--- src/design/kmva_ram.sv ---
// Generic simple dual-port RAM: one write port, one registered read port.
// No dependencies.
module kmva_ram #(
    parameter int WIDTH = 8,
    parameter int DEPTH = 16
) (
    input  logic                     i_clk,
    input  logic                     i_we,
    input  logic [$clog2(DEPTH)-1:0] i_waddr,
    input  logic [WIDTH-1:0]         i_wdata,
    input  logic [$clog2(DEPTH)-1:0] i_raddr,
    output logic [WIDTH-1:0]         o_rdata
);

    logic [WIDTH-1:0] r_mem [DEPTH];
    logic [WIDTH-1:0] r_rdata;

    always_ff @(posedge i_clk) begin
        if (i_we) begin
            r_mem[i_waddr] <= i_wdata;
        end
        r_rdata <= r_mem[i_raddr];
    end

    assign o_rdata = r_rdata;

endmodule

--- config.mk ---
export PLATFORM = sky130hd
export DESIGN_NAME = kmva_ram
export DESIGN_NICKNAME = d
export VERILOG_FILES = /design/src/design/kmva_ram.sv
export SDC_FILE = /design/constraint.sdc
export NUM_CORES = 1
export LEC_CHECK = 0
export ABC_AREA = 1
export BUFFER_PORTS_ARGS = -buffer_cell sky130_fd_sc_hd__buf_4
export CORE_UTILIZATION = 39
export CTS_BUF_LIST = sky130_fd_sc_hd__clkbuf_8
export CTS_CLUSTER_SIZE = 30
export DETAILED_ROUTE_END_ITERATION = 8
export GPL_TIMING_DRIVEN = 0
export PLACE_DENSITY = 0.63
export SLEW_MARGIN = 25
export SYNTH_ARGS = -nofsm -noshare
export SYNTH_HDL_FRONTEND = slang
export SYNTH_SLANG_ARGS = --single-unit
--- constraint.sdc ---
create_clock -name i_clk -period 1.2 [get_ports i_clk]
set_input_delay 0.06 -clock i_clk [delete_from_list [all_inputs] [get_ports i_clk]]
set_output_delay 0.06 -clock i_clk [all_outputs]
set_load 0.03 [all_outputs]
== After elaboration in Yosys (flattened, before gate mapping) ==
Memories as Yosys holds them, arrays and structs flattened. A register that Yosys moved wholly into a read port is not among the register bits.
Cells that the tools add are included.
Word-level totals
  RAM bits: 128
  register bits: 0
  output and inout bits: 8
  logic and storage cells: 3
  memories kept: 1
  input bits: 18
Memories
  r_mem: depth 16, width 8, rd ports 1, clocked after memory_dff 1, wr ports 1, RTL line 15  | logic [WIDTH-1:0] r_mem [DEPTH];
Cells by class
  mux-type cells: 2
Operator list (number)
  1-bit two-way mux: 2

== Logic depth before layout (Yosys ltp) ==
  depth after elaboration: 2
  gate-level depth with buffers: 8
  mapped depth without buffers: 7

== Least setup slack after synthesis ==
Ideal clock, no wire load.
  path type: input port to flip-flop
  start: input i_waddr[2]
  end: memory r_mem[10][0] (enable)
  required time: 0.830 ns
  path slack: 0.189 ns
  cell stages on the path: 2
  arrival time: 0.641 ns
  buffers on the path: 0
  cell sequence: nand3b_1 -> nor2_1
RTL lines
  start: declaration: RTL line 9  | input logic [$clog2(DEPTH)-1:0] i_waddr,
  end: declaration: RTL line 15
No word-level cell before the write port.

== Worst setup path after layout ==
  start: input i_waddr[3]
  end: memory r_mem[5][4] (enable)
No word-level cell before the write port.

==> flow_summary.json <==
{
  "final_layout_size_suffix_gt1_share_pct": 12.25,
  "combinational_fraction_of_design_power_pct": 8.1,
  "dominantRegCellSynth": "sky130_fd_sc_hd__edfxtp_1",
  "post-place-cells": 757,
  "internal_power_mw": 7.569,
  "globalRoute.totalOverflow": 0,
  "cellLeakagePower_nw": 2.849,
  "setup_violation_total_in_the_final_timing_report": 0,
  "min_period_ps": 1134,
  "die_area_sq_um": 15280,
  "worst_slew_pin_tran_ps": 958.6,
  "final_antenna_net_count": 0,
  "critPathMaxFanout": 8,
  "number_of_fill_cells_in_the_layout": 1339,
  "cts_post_setup_buffers_inserted": 0,
  "timing.final.crit_share_pct": 94.50,
  "via_count": 3849,
  "top_level_ports": 26,
  "seqPwrFrac_pct": 53.8,
  "cts_resized": 0,
  "synth-edff-count": 128,
  "placed_standard_cell_area_sq_um": 6162,
  "grt_setup_unrepaired": "no",
  "fin_setup_tns_ps": 0,
  "highest_ir_drop_seen_on_vdd_v": 0.0007215,
  "cts.htree.levels": 4,
  "drc": 1,
  "areaGrowthSynthToFinish_pct": 15.06,
  "hold_viol_final": 0,
  "status": "complete, but fails checks",
  "detail_route.iter0.violations": 420,
  "grt_util_all_layers_pct": 19.79,
  "row_count": 44,
  "ctsRootBufferMaster": "sky130_fd_sc_hd__clkbuf_8",
  "netlist_cell_types": 12,
  "slew_headroom_pct": 35.86,
  "syn_inst": 551,
  "via_count_of_the_first_global_routing_pass": 3695,
  "synth_seq_area_share_pct": 69.43,
  "powerDensity_nw_per_um2": 1493,
  "p_switching_mw": 2.340,
  "netlist.top_cell.by_area": "sky130_fd_sc_hd__edfxtp_1",
  "pin_count_of_the_biggest_net_entering_global_routing": 17,
  "synth_fp_nets": 569,
  "top_usage_layer": "met2",
  "numClockSinks": 136,
  "yosysMostFrequentCell": "sky130_fd_sc_hd__nand2_1",
  "ys_async_sr_fraction_pct": 0,
  "synth_largest_type_area_fraction_pct": 66.65,
  "netlist_top_cells_area": "sky130_fd_sc_hd__edfxtp_1 67%, sky130_fd_sc_hd__nand2_1 11%, sky130_fd_sc_hd__nand3_1 8.4%, sky130_fd_sc_hd__inv_1 6.5%, sky130_fd_sc_hd__dfxtp_1 2.8%",
  "place_congestion": 0.8916,
  "synthesis.area_per_instance_sq_um": 10.47,
  "met3_usage_pct": 3.297,
  "seq_cells_post_synth": 136,
  "worst_ep_arrival_time_ps": 1200,
  "use_met1_pct": 26.67,
  "fmax_ghz": 0.8818,
  "detailedRoute.firstPassIterationCount": 7,
  "min_path_type": "input pin to register",
  "post_layout_nonfiller_instances": 796,
  "route.detailed.vias_per_inst": 4.835,
  "clock_latency_ps": 440,
  "power.share.clock_pct": 38.1,
  "coreArea_sq_um": 14480,
  "cts.reportedPaths.clkPinSlew_ps": 70,
  "die_width_microns": 123.6,
  "chipHeight_microns": 123.6,
  "wl_per_cell_microns": 17.60,
  "fin_worst_hold_slack_ps": 62.87,
  "cts_tree": "built",
  "diodes": 0,
  "grt_first_pass_wirelength_microns": 21070,
  "power.share.switching_pct": 23.62,
  "antenna_violations_before_repair": 0,
  "syn-cell-area_sq_um": 5767,
  "numCtsBuffers": 17,
  "cp-start-kind": "input pin",
  "detail_route.wirelength_microns": 14010,
  "final_net_count": 618,
  "finClkSkew_ps": 8.323,
  "ys_warn_count": 0,
  "slew_violations": 0,
  "end_kind": "register",
  "violations_in_the_final_reports": "design-rule violations",
  "fin_area_sq_um": 6635,
  "initial_core_util_pct": 39.83,
  "global_route_met2_utilization_pct": 30.87,
  "ctsLongestPathBuffers": 2,
  "port_buffers": 22,
  "critical_path_required_ps": 1270,
  "final_core_utilization_pct": 45.83,
  "post_synth_most_frequent_cells": "173 x sky130_fd_sc_hd__nand2_1, 128 x sky130_fd_sc_hd__edfxtp_1, 100 x sky130_fd_sc_hd__inv_1",
  "cap_viol_max_count": 0,
  "path_class": "input pin to register",
  "dp_hpwl_microns": 9121
}
==> power groups by stage <==
stage	registers (mW)	clock network [mW]	logic (mW)
floorplan	5.50	0	0.375
global placement	5.43	0	0.766
detailed placement	5.44	0	0.775
CTS	5.33	3.80	0.798
global route	5.34	3.98	0.870
finish	5.33	3.78	0.800
==> through the flow <==
stage	total power [mW]	worst slack, ps
floorplan	5.872	189.2
global placement	6.201	-320.7
detailed placement	6.212	-419.2
CTS	9.932	53.61
global route	10.19	12.10
finish	9.909	65.96
==> routing by layer <==
layer  share of wire, %  vias to the layer above
li1                   -                     1870
met1                 44                     1814
met2                 47                      141
met3                6.0                       24
met4                2.7                        0
met5                  0                        -
==> layout by cell type (no fill, tap or decap), types with 2 or more instances in the layout <==
cell type / n
sky130_fd_sc_hd__clkinv_1: 3
sky130_fd_sc_hd__nand3_1: 97
sky130_fd_sc_hd__inv_2: 2
sky130_fd_sc_hd__inv_1: 100
sky130_fd_sc_hd__edfxtp_1: 128
sky130_fd_sc_hd__clkinvlp_4: 4
sky130_fd_sc_hd__nand2_1: 173
sky130_fd_sc_hd__buf_2: 13
sky130_fd_sc_hd__bufinv_16: 3
sky130_fd_sc_hd__buf_6: 6
sky130_fd_sc_hd__dlygate4sd3_1: 8
sky130_fd_sc_hd__buf_4: 26
sky130_fd_sc_hd__nor2_1: 17
sky130_fd_sc_hd__clkinv_4: 2
sky130_fd_sc_hd__nand3b_1: 2
sky130_fd_sc_hd__clkinv_2: 2
sky130_fd_sc_hd__clkbuf_8: 17
sky130_fd_sc_hd__dfxtp_1: 8
==> worst max-delay path, stage by stage <==
cell,delay [ps]
sky130_fd_sc_hd__buf_4,120
sky130_fd_sc_hd__nand3b_1,250
sky130_fd_sc_hd__nor2_1,770
==> final timing paths <==
| kind | from | to | slack [ps] | cells past startpoint |
|---|---|---|---|---|
| max | i_waddr[3] | r_mem[5][4] | 70 | 3 |
| min | i_raddr[2] | o_rdata[6] | 60 | 4 |
| min reg2reg | r_mem[13][4] | o_rdata[4] | 720 | 6 |
| max reg2reg | r_mem[6][3] | o_rdata[3] | 170 | 6 |
==> flip-flops by register name, indices dropped and copies added (netlist names) <==
register	cells
r_mem	128
o_rdata	8
==> cell families after synthesis <==
family / after synthesis / share of synthesized area (%)
simple gates: 289 / 21.05
flops: 136 / 69.43
buf+inv: 126 / 9.525
==> final cells by class <==
type                    instances  area (sq um)  share of cell area [%]
repair buffers                 30         245.2                   3.696
clock buffers                  17         234.0                   3.526
flip-flops and latches        136          4004                   60.34
inverters                     102         382.9                   5.770
clock inverters                14         158.9                   2.395
plain buffers                  24         166.4                   2.508
multi-input cells             289          1214                   18.29
well taps                     184         230.2                   3.470
==> repair_timing <==
item | in CTS | in global routing
hold buffers | 8 | 0
endpoints found under the setup margin | 0 | 0
hold endpoints to repair | 122 | 0
(Power assumes the default switching activity.)
